## config.mk

```make
export PLATFORM = sky130hd
export DESIGN_NAME = utf8_validating_decoder_unit_flat
export DESIGN_NICKNAME = d
export VERILOG_FILES = /design/src/rtl/uvd_pkg.sv /design/src/rtl/uvd_channels.sv /design/src/rtl/uvd_step.sv /design/src/rtl/utf8_validating_decoder_unit.sv /design/src/flat_wrapper.sv
export SDC_FILE = /design/constraint.sdc
export NUM_CORES = 1
export LEC_CHECK = 0
export ABC_CLOCK_PERIOD_IN_PS = 4810
export BUFFER_PORTS_ARGS = -buffer_cell sky130_fd_sc_hd__buf_2
export CAP_MARGIN = 20
export CORE_MARGIN = 2
export CORE_UTILIZATION = 50
export DETAILED_ROUTE_END_ITERATION = 16
export GPL_TIMING_DRIVEN = 0
export PLACE_DENSITY_LB_ADDON = 0.1
export REMOVE_ABC_BUFFERS = 1
export SLEW_MARGIN = 0
export SYNTH_ARGS = -nofsm -noshare
export SYNTH_HDL_FRONTEND = slang
export SYNTH_SLANG_ARGS = --single-unit
export TNS_END_PERCENT = 100
```

## constraint.sdc

```tcl
create_clock -name clk -period 4.81 [get_ports clk]
set_input_delay 0.481 -clock clk [delete_from_list [all_inputs] [get_ports clk]]
set_output_delay 0.481 -clock clk [all_outputs]
set_load 0.02 [all_outputs]
```

## src/rtl/uvd_pkg.sv

```systemverilog
`timescale 1ns / 1ps
// Shared types, rule codes and range checks for the UTF-8 validating decoder.
package uvd_pkg;

  // Allowed range of the next continuation byte.
  localparam logic [2:0] RULE_ANY = 3'd0;  // 80-BF
  localparam logic [2:0] RULE_E0  = 3'd1;  // A0-BF
  localparam logic [2:0] RULE_ED  = 3'd2;  // 80-9F
  localparam logic [2:0] RULE_F0  = 3'd3;  // 90-BF
  localparam logic [2:0] RULE_F4  = 3'd4;  // 80-8F

  localparam logic [7:0] LEAD_E0 = 8'hE0;
  localparam logic [7:0] LEAD_ED = 8'hED;
  localparam logic [7:0] LEAD_F0 = 8'hF0;
  localparam logic [7:0] LEAD_F4 = 8'hF4;

  typedef struct packed {
    logic [20:0] partial_value;
    logic [1:0]  bytes_owed;
    logic [2:0]  sequence_length;
    logic [2:0]  second_byte_rule;
    logic        discarding;
  } dec_state_t;

  typedef struct packed {
    logic        emit;
    logic [20:0] code_point;
    logic        malformed;
    logic [2:0]  byte_count;
    logic        end_of_text;
  } step_res_t;

  function automatic logic cont_ok(input logic [7:0] b, input logic [2:0] rule);
    logic ok;
    case (rule)
      RULE_E0: ok = b inside {[8'hA0:8'hBF]};
      RULE_ED: ok = b inside {[8'h80:8'h9F]};
      RULE_F0: ok = b inside {[8'h90:8'hBF]};
      RULE_F4: ok = b inside {[8'h80:8'h8F]};
      default: ok = b inside {[8'h80:8'hBF]};
    endcase
    return ok;
  endfunction

endpackage

```

## src/rtl/uvd_channels.sv

```systemverilog
`timescale 1ns / 1ps
// Valid/ready channel interfaces for the byte input and the decode result.
interface uvd_in_if;
  logic       valid;
  logic       ready;
  logic [7:0] data_byte;
  logic       last_byte;

  modport source (output valid, output data_byte, output last_byte, input ready);
  modport sink   (input valid, input data_byte, input last_byte, output ready);
endinterface

interface uvd_out_if;
  logic        valid;
  logic        ready;
  logic [20:0] code_point;
  logic        malformed;
  logic [2:0]  byte_count;
  logic        end_of_text;

  modport source (output valid, output code_point, output malformed,
                  output byte_count, output end_of_text, input ready);
  modport sink   (input valid, input code_point, input malformed,
                  input byte_count, input end_of_text, output ready);
endinterface

```

## src/rtl/uvd_step.sv

```systemverilog
`timescale 1ns / 1ps
// Combinational decode step: one byte against the current decoder state.
module uvd_step (
  input  uvd_pkg::dec_state_t cur,
  input  logic [7:0]          data_byte,
  input  logic                last_byte,
  output uvd_pkg::dec_state_t nxt,
  output uvd_pkg::step_res_t  res
);

  logic [20:0] shifted;
  logic [2:0]  seq_inc;
  logic [1:0]  owed_dec;
  logic        fail;
  logic [2:0]  fail_count;

  assign shifted  = {cur.partial_value[14:0], data_byte[5:0]};
  assign seq_inc  = cur.sequence_length + 3'd1;
  assign owed_dec = cur.bytes_owed - 2'd1;

  always_comb begin
    nxt        = cur;
    res        = '0;
    fail       = 1'b0;
    fail_count = 3'd1;

    if (cur.discarding) begin
      // drop until end of text
      nxt.discarding = ~last_byte;
    end else if (cur.bytes_owed == 2'd0) begin
      if (data_byte[7] == 1'b0) begin
        res.emit       = 1'b1;
        res.code_point = {13'd0, data_byte};
        res.byte_count = 3'd1;
      end else if (data_byte inside {[8'hC2:8'hDF]}) begin
        nxt.partial_value    = {16'd0, data_byte[4:0]};
        nxt.bytes_owed       = 2'd1;
        nxt.second_byte_rule = uvd_pkg::RULE_ANY;
        nxt.sequence_length  = 3'd1;
        fail                 = last_byte;
      end else if (data_byte inside {[8'hE0:8'hEF]}) begin
        nxt.partial_value    = {17'd0, data_byte[3:0]};
        nxt.bytes_owed       = 2'd2;
        nxt.second_byte_rule = (data_byte == uvd_pkg::LEAD_E0) ? uvd_pkg::RULE_E0 :
                               (data_byte == uvd_pkg::LEAD_ED) ? uvd_pkg::RULE_ED :
                                                                 uvd_pkg::RULE_ANY;
        nxt.sequence_length  = 3'd1;
        fail                 = last_byte;
      end else if (data_byte inside {[8'hF0:8'hF4]}) begin
        nxt.partial_value    = {18'd0, data_byte[2:0]};
        nxt.bytes_owed       = 2'd3;
        nxt.second_byte_rule = (data_byte == uvd_pkg::LEAD_F0) ? uvd_pkg::RULE_F0 :
                               (data_byte == uvd_pkg::LEAD_F4) ? uvd_pkg::RULE_F4 :
                                                                 uvd_pkg::RULE_ANY;
        nxt.sequence_length  = 3'd1;
        fail                 = last_byte;
      end else begin
        fail = 1'b1;
      end
    end else begin
      fail_count = seq_inc;
      if (!uvd_pkg::cont_ok(data_byte, cur.second_byte_rule)) begin
        fail = 1'b1;
      end else if (owed_dec == 2'd0) begin
        res.emit       = 1'b1;
        res.code_point = shifted;
        res.byte_count = seq_inc;
        nxt.partial_value    = '0;
        nxt.bytes_owed       = '0;
        nxt.sequence_length  = '0;
        nxt.second_byte_rule = uvd_pkg::RULE_ANY;
      end else begin
        nxt.partial_value    = shifted;
        nxt.bytes_owed       = owed_dec;
        nxt.sequence_length  = seq_inc;
        nxt.second_byte_rule = uvd_pkg::RULE_ANY;
        fail                 = last_byte;
      end
    end

    if (fail) begin
      nxt.partial_value    = '0;
      nxt.bytes_owed       = '0;
      nxt.sequence_length  = '0;
      nxt.second_byte_rule = uvd_pkg::RULE_ANY;
      nxt.discarding       = ~last_byte;
      res.emit             = 1'b1;
      res.code_point       = '0;
      res.malformed        = 1'b1;
      res.byte_count       = fail_count;
    end

    res.end_of_text = last_byte;
  end

endmodule

```

## src/rtl/utf8_validating_decoder_unit.sv

```systemverilog
`timescale 1ns / 1ps
// Top level of the UTF-8 validating decoder: input register, decode step, result register.
//
// Feed the text one byte per request on in_ch, with last_byte set on its final
// byte. The unit takes one byte every cycle unless out_ch stalls it, and returns
// a result on out_ch after the byte passes the input register and then the
// result register. A result carries the Unicode scalar value of a completed
// sequence, or malformed=1 (code_point 0) for a bad lead byte, a bad or
// restricted continuation byte (E0, ED, F0, F4 second-byte rules), or a text
// that ends with a sequence still open. byte_count gives the bytes of the
// sequence up to and including the byte that produced the result. After an
// error the unit drops bytes silently until the byte flagged last_byte, which
// itself gives no result. Bytes that only extend a sequence produce no result.
// The throughput is set by the single decode step between the two registers;
// backpressure on out_ch stalls the input only when a byte has a result ready
// and the result register is still occupied.
module utf8_validating_decoder_unit (
  input logic    clk,
  input logic    rst_n,
  uvd_in_if.sink    in_ch,
  uvd_out_if.source out_ch
);

  // Input register
  logic       in_valid_r;
  logic [7:0] in_data_r;
  logic       in_last_r;

  // Decoder state
  uvd_pkg::dec_state_t state_r;
  uvd_pkg::dec_state_t state_nxt;
  uvd_pkg::step_res_t  step_res;

  // Result register
  logic        out_valid_r;
  logic [20:0] out_code_point_r;
  logic        out_malformed_r;
  logic [2:0]  out_byte_count_r;
  logic        out_end_of_text_r;

  logic advance;

  uvd_step u_step (
    .cur       (state_r),
    .data_byte (in_data_r),
    .last_byte (in_last_r),
    .nxt       (state_nxt),
    .res       (step_res)
  );

  // Advance the held byte unless it has a result and the result slot is blocked.
  assign advance      = in_valid_r && (!step_res.emit || !out_valid_r || out_ch.ready);
  assign in_ch.ready  = !in_valid_r || advance;

  always_ff @(posedge clk) begin
    if (!rst_n) begin
      in_valid_r <= 1'b0;
    end else if (in_ch.ready) begin
      in_valid_r <= in_ch.valid;
    end
  end

  always_ff @(posedge clk) begin
    if (in_ch.valid && in_ch.ready) begin
      in_data_r <= in_ch.data_byte;
      in_last_r <= in_ch.last_byte;
    end
  end

  always_ff @(posedge clk) begin
    if (!rst_n) begin
      state_r <= '0;
    end else if (advance) begin
      state_r <= state_nxt;
    end
  end

  always_ff @(posedge clk) begin
    if (!rst_n) begin
      out_valid_r <= 1'b0;
    end else if (advance && step_res.emit) begin
      out_valid_r <= 1'b1;
    end else if (out_ch.ready) begin
      out_valid_r <= 1'b0;
    end
  end

  // Load the result payload; hold it while the request waits.
  always_ff @(posedge clk) begin
    if (advance && step_res.emit) begin
      out_code_point_r  <= step_res.code_point;
      out_malformed_r   <= step_res.malformed;
      out_byte_count_r  <= step_res.byte_count;
      out_end_of_text_r <= step_res.end_of_text;
    end
  end

  assign out_ch.valid       = out_valid_r;
  assign out_ch.code_point  = out_code_point_r;
  assign out_ch.malformed   = out_malformed_r;
  assign out_ch.byte_count  = out_byte_count_r;
  assign out_ch.end_of_text = out_end_of_text_r;

  // A malformed result never carries a code point.
  a_malformed_zero: assert property (@(posedge clk) disable iff (!rst_n)
    out_valid_r && out_malformed_r |-> out_code_point_r == 21'd0)
    else $error("malformed result with nonzero code point");

  // Byte count of any result lies in 1..4.
  a_count_range: assert property (@(posedge clk) disable iff (!rst_n)
    out_valid_r |-> (out_byte_count_r != 3'd0) && (out_byte_count_r <= 3'd4))
    else $error("result byte count out of range");

  // A valid result is a scalar value: no surrogate, nothing above 10FFFF.
  a_scalar: assert property (@(posedge clk) disable iff (!rst_n)
    out_valid_r && !out_malformed_r |->
      (out_code_point_r <= 21'h10FFFF) &&
      !((out_code_point_r >= 21'h00D800) && (out_code_point_r <= 21'h00DFFF)))
    else $error("valid result is not a Unicode scalar value");

  // While dropping bytes no sequence is open.
  a_discard_clear: assert property (@(posedge clk) disable iff (!rst_n)
    state_r.discarding |-> (state_r.bytes_owed == 2'd0) && (state_r.sequence_length == 3'd0))
    else $error("sequence state left open while discarding");

endmodule
```

## src/flat_wrapper.sv

```systemverilog
// flat-port wrapper written by rule: the top's interface ports become plain ports
module utf8_validating_decoder_unit_flat 
  (clk, rst_n, in_ch_valid, in_ch_data_byte, in_ch_last_byte, in_ch_ready, out_ch_valid, out_ch_code_point, out_ch_malformed, out_ch_byte_count, out_ch_end_of_text, out_ch_ready);
  uvd_in_if in_ch_i ();
  uvd_out_if out_ch_i ();
  input logic clk;
  input logic rst_n;
  input wire logic [$bits(in_ch_i.valid)-1:0] in_ch_valid;
  input wire logic [$bits(in_ch_i.data_byte)-1:0] in_ch_data_byte;
  input wire logic [$bits(in_ch_i.last_byte)-1:0] in_ch_last_byte;
  output wire logic [$bits(in_ch_i.ready)-1:0] in_ch_ready;
  output wire logic [$bits(out_ch_i.valid)-1:0] out_ch_valid;
  output wire logic [$bits(out_ch_i.code_point)-1:0] out_ch_code_point;
  output wire logic [$bits(out_ch_i.malformed)-1:0] out_ch_malformed;
  output wire logic [$bits(out_ch_i.byte_count)-1:0] out_ch_byte_count;
  output wire logic [$bits(out_ch_i.end_of_text)-1:0] out_ch_end_of_text;
  input wire logic [$bits(out_ch_i.ready)-1:0] out_ch_ready;
  assign in_ch_i.valid = in_ch_valid;
  assign in_ch_i.data_byte = in_ch_data_byte;
  assign in_ch_i.last_byte = in_ch_last_byte;
  assign in_ch_ready = in_ch_i.ready;
  assign out_ch_valid = out_ch_i.valid;
  assign out_ch_code_point = out_ch_i.code_point;
  assign out_ch_malformed = out_ch_i.malformed;
  assign out_ch_byte_count = out_ch_i.byte_count;
  assign out_ch_end_of_text = out_ch_i.end_of_text;
  assign out_ch_i.ready = out_ch_ready;
  utf8_validating_decoder_unit u_core (.clk(clk), .rst_n(rst_n), .in_ch(in_ch_i), .out_ch(out_ch_i));
endmodule
```

Yosys cells after proc, flatten, opt, wreduce, memory -nomap -nowiden
Cells that the tools add are included.
{"block": "totals", "reg_bits": 61, "in_bits": 13, "output_inout_bits": 28, "word_cells": 102}
{"block": "classes", "add_sub_neg": 2, "n_lt_le_gt_ge": 12, "eq_ne": 11, "muxes": 40, "n_bitwise": 1, "n_reduce_logical": 23}
{"operator": "$mux W23", "n": 8}
{"operator": "$mux W22", "n": 5}
{"operator": "$ge A8 B8 Y1 const B", "n": 6}
{"operator": "$le A8 B8 Y1 const B", "n": 6}
{"operator": "$eq A8 B8 Y1 const B", "n": 4}
{"operator": "$mux W26", "n": 1}
{"operator": "$mux W24", "n": 1}
{"operator": "$mux W3", "n": 8}
{"operator": "$mux W1", "n": 14}
{"operator": "$logic_and A1 B1 Y1", "n": 11}
{"operator": "$eq A3 B2 Y1 const B", "n": 2}
{"operator": "$ne A5 B2 Y1 const B", "n": 1}
{"operator": "$reduce_and A5 Y1", "n": 1}
{"operator": "$logic_not A2 Y1", "n": 2}
{"operator": "$mux W2", "n": 2}
{"operator": "$pmux W1 S4", "n": 1}
{"operator": "$add A3 B1 Y3 const B", "n": 1}
{"operator": "$eq A3 B1 Y1 const B", "n": 1}
{"operator": "$eq A3 B3 Y1 const B", "n": 1}
{"operator": "$logic_not A1 Y1", "n": 3}
{"operator": "$logic_or A1 B1 Y1", "n": 3}
{"operator": "$ne A3 B2 Y1 const B", "n": 1}
{"operator": "$reduce_bool A3 Y1", "n": 1}
{"operator": "$ne A2 B2 Y1 const B", "n": 1}
{"operator": "other kinds (4)", "n": 4}

Logic depth before layout (Yosys ltp)
Gate-level depths: netlist of run 1.
{"block": "logic_depth", "depth_word": 15, "depth_mapped": 9}

Modules after synthesis
A second synthesis of run 1 with hierarchy kept.
{"block": "unflattened", "hier_cells": 424, "hier_area_um2": 3866.2}
{"mod": "utf8_validating_decoder_unit", "instances": 1, "cells_per_inst": 176, "area_per_inst_um2": 2354.8}
{"mod": "uvd_step", "instances": 1, "cells_per_inst": 248, "area_per_inst_um2": 1511.4}

Worst setup path before layout of run 1
Ideal clock, no wire load.
{"block": "synth_timing", "path_kind": "reg-to-reg", "start": "register u_core.in_data_r[4]", "end": "register u_core.out_byte_count_r[0] (netlist: u_core.out_ch.byte_count[0]), enable pin", "setup_ns": 0.418, "arrival_ns": 2.798, "t_required_ns": 4.392, "slack_ns": 1.594, "stages_incl_launch_ff": 7, "path_buffers": 1, "cell_sequence": "edfxtp_1 buf_6 a211o_1 a311o_1 nand3_1 a211oi_2 a21oi_1"}
{"block": "synth_between", "elab_chain_cells": 14, "word_cells_on_any_way": 39, "cone_classes": "order compare (12); mux (14); reduce/logical (13)"}
{"element": "from (decl)", "line_no": "utf8_validating_decoder_unit.sv:26", "text": "logic [7:0] in_data_r;"}
{"element": "from (signal assigned)", "line_no": "utf8_validating_decoder_unit.sv:65", "text": "in_data_r <= in_ch.data_byte;"}
{"element": "$ge A8 B8 Y1 (tied with other cells)", "line_no": "uvd_pkg.sv:37, uvd_pkg.sv:39, uvd_pkg.sv:40"}
{"element": "$logic_and A1 B1 Y1 (tied with other cells)", "line_no": "uvd_pkg.sv:40", "text": "default: ok = b inside {[8'h80:8'hBF]};"}
{"element": "$pmux W1 S4 / $mux W1 (equally long branches)", "line_no": "uvd_pkg.sv:35, uvd_step.sv:49"}
{"element": "$mux W1, on equally long branches", "line_no": "uvd_step.sv:30, uvd_step.sv:41"}
{"element": "$mux W1, on equally long branches", "line_no": "uvd_step.sv:27, uvd_step.sv:35"}
{"element": "$mux W22 (tied with other cells)", "line_no": "uvd_step.sv:62", "text": "if (!uvd_pkg::cont_ok(data_byte, cur.second_byte_rule)) begin"}
{"element": "$mux W22 / $mux W1 (equally long branches)", "line_no": "uvd_step.sv:30", "text": "end else if (cur.bytes_owed == 2'd0) begin"}
{"element": "$mux W22 / $mux W1 (equally long branches)", "line_no": "uvd_step.sv:27", "text": "if (cur.discarding) begin"}
{"element": "$mux W26 (*)", "line_no": "uvd_step.sv:81", "text": "if (fail) begin"}
{"element": "$logic_not A1 Y1", "line_no": "utf8_validating_decoder_unit.sv:52", "text": "assign advance = in_valid_r && (!step_res.emit || !out_valid_r || out_ch.ready);"}
{"element": "$logic_or A1 B1 Y1 (2 in a row)", "line_no": "utf8_validating_decoder_unit.sv:52"}
{"element": "$logic_and A1 B1 Y1", "line_no": "utf8_validating_decoder_unit.sv:52"}
{"element": "$logic_and A1 B1 Y1 (*)", "line_no": "utf8_validating_decoder_unit.sv:90", "text": "if (advance && step_res.emit) begin"}
{"element": "to (signal assigned)", "line_no": "utf8_validating_decoder_unit.sv:93", "text": "out_byte_count_r <= step_res.byte_count;"}
{"element": "to (decl)", "line_no": "utf8_validating_decoder_unit.sv:38", "text": "logic [2:0] out_byte_count_r;"}
Mark *: on every way between the ends. The rest lies on a longest branch, timed or not. The select of a mux whose other input is x is not followed.
A chain may end at the register's enable or synchronous reset.

Worst setup path in the final report of run 1
{"block": "layout_timing", "start": "register u_core.state_r[8] (netlist name)", "end": "output port in_ch_ready"}
{"block": "layout_between", "elab_chain_cells": 12, "word_cells_on_any_way": 17, "cone_classes": "add/sub (1); mux (9); reduce/logical (7)"}
{"element": "from (decl)", "line_no": "utf8_validating_decoder_unit.sv:30", "text": "uvd_pkg::dec_state_t state_r;"}
{"element": "from (signal assigned)", "line_no": "utf8_validating_decoder_unit.sv:74", "text": "state_r <= state_nxt;"}
{"element": "$sub A2 B1 Y2", "line_no": "uvd_step.sv:19", "text": "assign owed_dec = cur.bytes_owed - 2'd1;"}
{"element": "$logic_not A2 Y1", "line_no": "uvd_step.sv:64", "text": "end else if (owed_dec == 2'd0) begin"}
{"element": "$mux W22 / $mux W1 (equally long branches)", "line_no": "uvd_step.sv:64"}
{"element": "$mux W22 / $mux W1 (equally long branches)", "line_no": "uvd_step.sv:62"}
{"element": "$mux W22 / $mux W1 (equally long branches)", "line_no": "uvd_step.sv:30"}
{"element": "$mux W22 / $mux W1 (equally long branches)", "line_no": "uvd_step.sv:27"}
{"element": "$mux W26 (*)", "line_no": "uvd_step.sv:81"}
{"element": "$logic_not A1 Y1 (*)", "line_no": "utf8_validating_decoder_unit.sv:52"}
{"element": "$logic_or A1 B1 Y1 (*) (2 in a row)", "line_no": "utf8_validating_decoder_unit.sv:52"}
{"element": "$logic_and A1 B1 Y1 (*)", "line_no": "utf8_validating_decoder_unit.sv:52"}
{"element": "$logic_or A1 B1 Y1 (*)", "line_no": "utf8_validating_decoder_unit.sv:53", "text": "assign in_ch.ready = !in_valid_r || advance;"}
{"element": "to (decl)", "line_no": "flat_wrapper.sv:11", "text": "output wire logic [$bits(in_ch_i.ready)-1:0] in_ch_ready;"}
Mark *: on every way between the ends. The rest lies on a longest branch, timed or not.

==> results of run 1 <==
-- state kept, by name (all words and copies together), names as in the netlist --
| signal | flops |
|---|---|
| u_core.in_last_r | 1 |
| u_core.in_valid_r | 1 |
| u_core.out_ch.end_of_text | 1 |
| u_core.in_data_r | 8 |
| u_core.out_ch.malformed | 1 |
| u_core.state_r | 24 |
| u_core.out_ch.code_point | 21 |
| u_core.out_ch.valid | 1 |
| u_core.out_ch.byte_count | 3 |
-- cells in the mapped netlist, types with 2 or more instances --
cell type / count / area share, %
a21boi_0: 2 / 0.54
o21ai_0: 13 / 2.3
nor3_1: 5 / 0.90
a32o_1: 5 / 1.8
a211oi_1: 3 / 0.81
o21a_1: 2 / 0.54
nor2_1: 9 / 1.2
a31oi_1: 2 / 0.45
buf_6: 4 / 1.6
nand2b_1: 7 / 1.6
buf_2: 3 / 0.54
nand3_1: 8 / 1.4
mux2i_1: 11 / 4.0
inv_1: 7 / 0.95
a21oi_1: 6 / 1.1
clkbuf_1: 6 / 0.81
nor3b_1: 4 / 1.1
nor4b_1: 2 / 0.63
o31ai_1: 2 / 0.54
and2_1: 21 / 4.7
edfxtp_1: 35 / 38
a22oi_1: 2 / 0.54
o2111ai_1: 2 / 0.63
ha_1: 3 / 1.4
o211a_1: 3 / 1.1
dfxtp_1: 26 / 19
o211ai_1: 8 / 2.2
nand2_1: 30 / 4.1
-- logic make-up (layout without fill, tap and decap cells) --
family / Yosys count / after routing / synth area share, %
and+or+nand+nor: 94 / 94 / 18.01
DFF: 61 / 61 / 56.55
AOI/OAI and AO/OA: 59 / 59 / 15.76
buffers and inverters: 21 / 67 / 4.052
muxes: 11 / 11 / 3.962
adders and majority gates: 3 / 3 / 1.351
xor gates and xnor gates: 1 / 1 / 0.3152
-- layout by cell type, fill, tap and decap left out, drive strengths merged, types with 2 or more instances in the layout --
cell type | synthesis | routed
a211oi | 4 | 4
a21boi | 2 | 2
a21oi | 7 | 7
a22oi | 2 | 2
a31oi | 2 | 2
a32o | 5 | 5
and2 | 21 | 21
buf | 7 | 43
clkbuf | 6 | 12
clkinv | 1 | 3
clkinvlp | 0 | 2
dfxtp | 26 | 26
edfxtp | 35 | 35
ha | 3 | 3
inv | 7 | 7
mux2i | 11 | 11
nand2 | 30 | 30
nand2b | 7 | 7
nand3 | 8 | 8
nor2 | 10 | 10
nor3 | 5 | 5
nor3b | 4 | 4
nor4 | 2 | 2
nor4b | 2 | 2
o2111ai | 2 | 2
o211a | 3 | 3
o211ai | 8 | 8
o21a | 2 | 2
o21ai | 13 | 13
o31ai | 2 | 2
-- final cells by class --
type | count | share of cell area [%]
clock buffer | 12 | 4.860
clock inverter | 4 | 0.6998
inverter | 8 | 0.9331
multi-input combinational | 168 | 34.33
sequential | 61 | 48.83
tap | 72 | 2.799
timing repair buffer | 43 | 7.543
-- through the flow --
stage | instances | power, mW | util (%) | hold slack (ns) | instance area (um2)
detailed placement | 352 | 0.7447 | 55.88 | 0.4426 | 3039
finish | 368 | 1.145 | 59.17 | 0.3225 | 3218
global placement | 349 | 0.7362 | 54.91 | 0.4393 | 2987
CTS | 368 | 1.156 | 59.17 | 0.3017 | 3218
global route | 368 | 1.195 | 59.17 | 0.3045 | 3218
floorplan | 237 | 0.6941 | - | 0.4301 | 2696
-- metal layers --
metal  routed length (um)  GRT usage [%]  vias to the layer above
met3                  258          4.483                        9
met2                 2592          29.83                       54
met5                    0              0                        -
met4                   62          9.474                        0
met1                 2580          26.37                      993
li1                     -              -                     1006
-- worst max-delay path, delay by kind of cell, from the launching register on --
kind                       cells  cell delay [ns]
DFF                            1             0.34
adders and majority gates      1             0.42
AOI/OAI and AO/OA              1             0.49
and+or+nand+nor                2             0.36
buffers and inverters          3             0.45
-- path summary, 6_finish.rpt --
| kind | startpoint | endpoint | slack, ns | depth (start not counted) |
|---|---|---|---|---|
| worst max-delay path | u_core.state_r[8] | in_ch_ready | 1.92 | 7 |
| worst min-delay path | in_ch_data_byte[1] | u_core.in_data_r[1] | 0.32 | 1 |
| worst max register to register | u_core.state_r[8] | u_core.out_ch.code_point[14] | 1.99 | 7 |
| worst min register to register | u_core.state_r[19] | u_core.state_r[19] | 0.46 | 2 |
-- where the power goes --
group | internal [mW] | switching, mW
registers | 0.578 | 0.0168
clock network | 0.215 | 0.197
logic | 0.0479 | 0.0906
==> impl_metrics.csv, run 1 <==
group,metric,value,unit
status,status,"finished clean",
cts,insertion_delay,0.33,ns
sta,slew_viol_final,0,
floorplan,start_util,51.09,%
cts,postCtsHoldBufs,0,
power,power_leakage,1.190,nW
yosys,synth.lib_cells_used.distinct,47,
worst_setup_path,cp_cell_sequence,"inv_1 > ha_1 > nand2b_1 > nand3_1 > inv_1 > o311ai_0 > buf_2",
yosys,netlist_area,0.002779,mm2
drt,wl_per_cell,14.93,um
sta,period_share,60.03,%
worst_setup_path,critPathMaxFanout,13,
cts,tritoncts,"built",
cts,post_cts_resized,0,
finish,area_used_by_multi_input_combinational_logic,0.001105,mm2
floorplan,number_of_standard_cell_rows_in_the_floorplan,27,
floorplan,pin_count,41,
drt,first_drt_iteration_drcs,140,
job,drv.max_cap_violation_count,0,
floorplan,die-area,0.006170,mm2
drt,postRouteAntennaNets,0,
finish,seq_area,0.001572,mm2
worst_setup_path,worst_setup_path_end_kind,"output pin",
worst_setup_path,worst_path_largest_cell_delay,0.49,ns
cts,clk_path_buf_depth,2,
yosys,seq_area_frac_synth,56.55,%
global_routing,first_global_vias,1917,
yosys,ys_warn_count,0,
yosys,post_synth.cell_area_avg,11.12,um2
sta,slew_headroom,49.99,%
power,power.ir.vdd_worst,189.5,uV
placement,dp.final_hpwl,3.678,mm
worst_setup_path,crit_path_frequent_cell,"inv_1",
finish,area_delta_synth_final,15.80,%
placement,placement.io_buffers,40,
worst_hold_path,hold_path.class,"input pin to register",
global_routing,grt_use_total,19.58,%
floorplan,die_height,78.55,um
global_routing,grt_overflow,0,
yosys,number_of_flip_flops_and_latches_in_the_synthesized_netlist,61,
floorplan,core,0.005439,mm2
worst_setup_path,worstSetupPathType,"register to output pin",
sta,totalNegativeSetupSlack,0,ns
global_routing,wire_length_of_the_first_global_routing_pass,9.266,mm
yosys,async_reset_ff_share,0,%
finish,filler_cell_count,497,
drt,first_pass_iters,5,
worst_setup_path,timing.critical_path.required,4.33,ns
cts,cts_root_buffer,"clkbuf_8",
sta,fmaxAchievable,346.3,MHz
global_routing,initial_antenna_violation_count,0,
yosys,netlist_instances,250,
sta,setup_viol_count_final,0,
sta,final_hold_viol_count,0,
drt,route.detailed.vias_per_inst,5.603,
drt,routed-via-count,2062,
cts,numCtsBuffers,9,
placement,gp_routability_congestion,0.9103,
global_routing,grt_start_max_net_pins,31,
finish,antenna-diode-count,0,
cts,postCtsSetupBuffers,0,
cts,tritoncts_num_sinks,61,
finish,final_layout_size_suffix_gt1_share,21.28,%
floorplan,die-width,78.55,um
cts,worst_setup_hold_path_clk_slew,0.07,ns
sta,setup_slack,1.923,ns
sta,worst_pin_slew,0.7493,ns
sta,finalCriticalPeriod,2.887,ns
placement,dp_worst_setup_slack,2.009,ns
worst_setup_path,crit_path_top_delay_cell,"o311ai_0",
drt,drc,0,
sta,grt_setup_unrepaired,"no",
power,power_density,355.8,mW/mm2
yosys,number_of_synthesized_flops_with_an_enable_pin,35,
yosys,yosys_most_used_dff,"edfxtp_1",
worst_setup_path,cp.arrival,2.41,ns
drt,routed_wirelength,5.493,mm
cts,cts_max_level,3,
finish,layout.nets,307,
worst_setup_path,cp-start-kind,"register",
sta,fin_worst_skew,0.01031,ns
(Power assumes the default switching activity.)
==> run 2, diff against run 1 <==
Settings changed: ABC_CLOCK_PERIOD_IN_PS 4810 to 2850.
Clock period 4.81 ns to 2.85 ns, I/O delays scaled along.
==> impl_metrics.csv, run 2 (synthesis gave the netlist of run 1 again) <==
group,metric,value,unit
status,status,"finished clean",
worst_setup_path,critPathMaxFanout,10,
worst_setup_path,reg2reg_slack,0.22,ns
floorplan,core,0.005439,mm2
finish,max_ffs_per_register,24,
power,power_leakage,1.192,nW
drt,first_drt_iteration_drcs,148,
worst_setup_path,worst_path_largest_cell_delay,0.53,ns
floorplan,die_height,78.55,um
cts,insertion_delay,0.33,ns
finish,antenna-diode-count,0,
power,power.ir.vdd_worst,320.4,uV
placement,dp.cells,352,
worst_setup_path,reg2reg_depth,6,
sta,fmaxAchievable,375.7,MHz
worst_setup_path,rr_endpoint,"u_core.out_ch.code_point[14]",
cts,postCtsHoldBufs,0,
global_routing,grt_start_max_net_pins,31,
placement,place_area,0.003039,mm2
worst_setup_path,cp-start-kind,"register",
sta,finalCriticalPeriod,2.662,ns
floorplan,pin_count,41,
drt,postRouteAntennaNets,0,
placement,dp_worst_setup_slack,0.04895,ns
drt,routed_wirelength,5.520,mm
worst_setup_path,r2r-start,"u_core.in_data_r[4]",
global_routing,wire_length_of_the_first_global_routing_pass,9.266,mm
power,power_density,597.8,mW/mm2
worst_setup_path,path_buf_inv,1,
finish,commonest_non_fill_non_tap_cells_in_the_layout,"buf_2, edfxtp_1, nand2_1",
finish,final_cell_count_no_fill,368,
worst_hold_path,hold_path.class,"input pin to register",
cts,worst_setup_hold_path_clk_slew,0.06,ns
cts,numCtsBuffers,9,
worst_hold_path,worst_hold_startpoint,"in_ch_data_byte[1]",
drt,first_pass_iters,4,
worst_setup_path,worstSetupPathType,"register to output pin",
cts,cts_root_buffer,"clkbuf_8",
floorplan,die-area,0.006170,mm2
placement,gp_routability_congestion,0.9103,
finish,filler_cell_count,495,
floorplan,start_util,51.09,%
sta,final_hold_viol_count,0,
sta,period_share,93.39,%
sta,slew_headroom,56.21,%
floorplan,die-width,78.55,um
placement,dp.final_hpwl,3.678,mm
global_routing,initial_antenna_violation_count,0,
drt,wl_per_cell,15.00,um
cts,post_cts_resized,0,
sta,totalNegativeSetupSlack,0,ns
cts,tritoncts_num_sinks,61,
finish,layout.nets,307,
worst_setup_path,timing.critical_path.required,2.57,ns
job,drv.max_cap_violation_count,0,
worst_hold_path,whs_path_depth,1,
finish,final_layout_size_suffix_gt1_share,21.96,%
worst_setup_path,cp.arrival,2.38,ns
drt,routed-via-count,2044,
finish,area_delta_synth_final,16.39,%
sta,fin_worst_skew,0.01028,ns
cts,cts_max_level,3,
placement,placement.io_buffers,40,
global_routing,grt_overflow,0,
floorplan,number_of_standard_cell_rows_in_the_floorplan,27,
finish,fin_util,59.47,%
sta,setup_viol_count_final,0,
global_routing,grt_use_total,19.58,%
worst_setup_path,worst_setup_path_end_kind,"output pin",
finish,top_register,"u_core.state_r",
sta,worst_pin_slew,0.6556,ns
sta,setup_slack,0.1884,ns
cts,clk_path_buf_depth,2,
cts,postCtsSetupBuffers,0,
sta,slew_viol_final,0,
cts,tritoncts,"built",
drt,route.detailed.vias_per_inst,5.554,
drt,drc,0,
sta,holdWs,0.1297,ns
worst_setup_path,critPathTopFamily,"compound AO/OA/AOI/OAI gates",
finish,most_common_cell_after_layout_fill_and_taps_aside,"buf_2",
worst_hold_path,hold_path_end,"u_core.in_data_r[1]",
finish,finalInstanceArea,0.003234,mm2
power,p_total,1.933,mW
global_routing,first_global_vias,1917,
worst_setup_path,cp_cell_sequence,"a211o_1 > a311o_1 > and3_4 > a22oi_1 > o311ai_0 > buf_2",
worst_setup_path,crit_path_top_delay_cell,"edfxtp_1",
-- run 2: cell counts in the layout (fill, tap and decap cells not counted) --
Identical to the previous run, type by type.
-- run 2: layout make-up --
cell class | count | area (um2) | area share, %
Timing Repair Buffer | 43 | 242.7 | 7.505
Tap cell | 72 | 90.09 | 2.785
Sequential cell | 61 | 1572 | 48.59
Multi-Input combinational cell | 168 | 1121 | 34.66
Clock buffer | 12 | 156.4 | 4.836
Inverter | 8 | 30.03 | 0.9284
Clock inverter | 4 | 22.52 | 0.6963
-- run 2: how the worst max path moves through the flow --
stage	endpoint	slack, ns	cells past startpoint	start
after floorplan	u_core.out_ch.byte_count[0]	-0.37	5	u_core.in_data_r[4]
after global placement	u_core.out_ch.code_point[7]	-1.11	5	u_core.in_data_r[4]
after detailed placement	u_core.out_ch.code_point[19]	0.05	7	u_core.state_r[7]
after CTS	u_core.out_ch.byte_count[2]	0.03	7	u_core.state_r[7]
after global routing	in_ch_ready	-0.00003	5	u_core.in_data_r[3]
final	in_ch_ready	0.19	6	u_core.in_data_r[4]
-- run 2: per-layer routing --
layer | vias up | routed length, um | track usage, %
met5 | - | 0 | 0
met2 | 32 | 2604 | 29.83
li1 | 1005 | - | -
met3 | 7 | 163 | 4.483
met4 | 0 | 67 | 9.474
met1 | 1000 | 2685 | 26.37
-- run 2: power breakdown --
part           leakage (nW)  switching (mW)  internal, mW  total [mW]
logic                 0.566           0.155        0.0827       0.238
clock network        0.0828           0.328         0.363       0.692
registers             0.543          0.0287         0.975        1.00
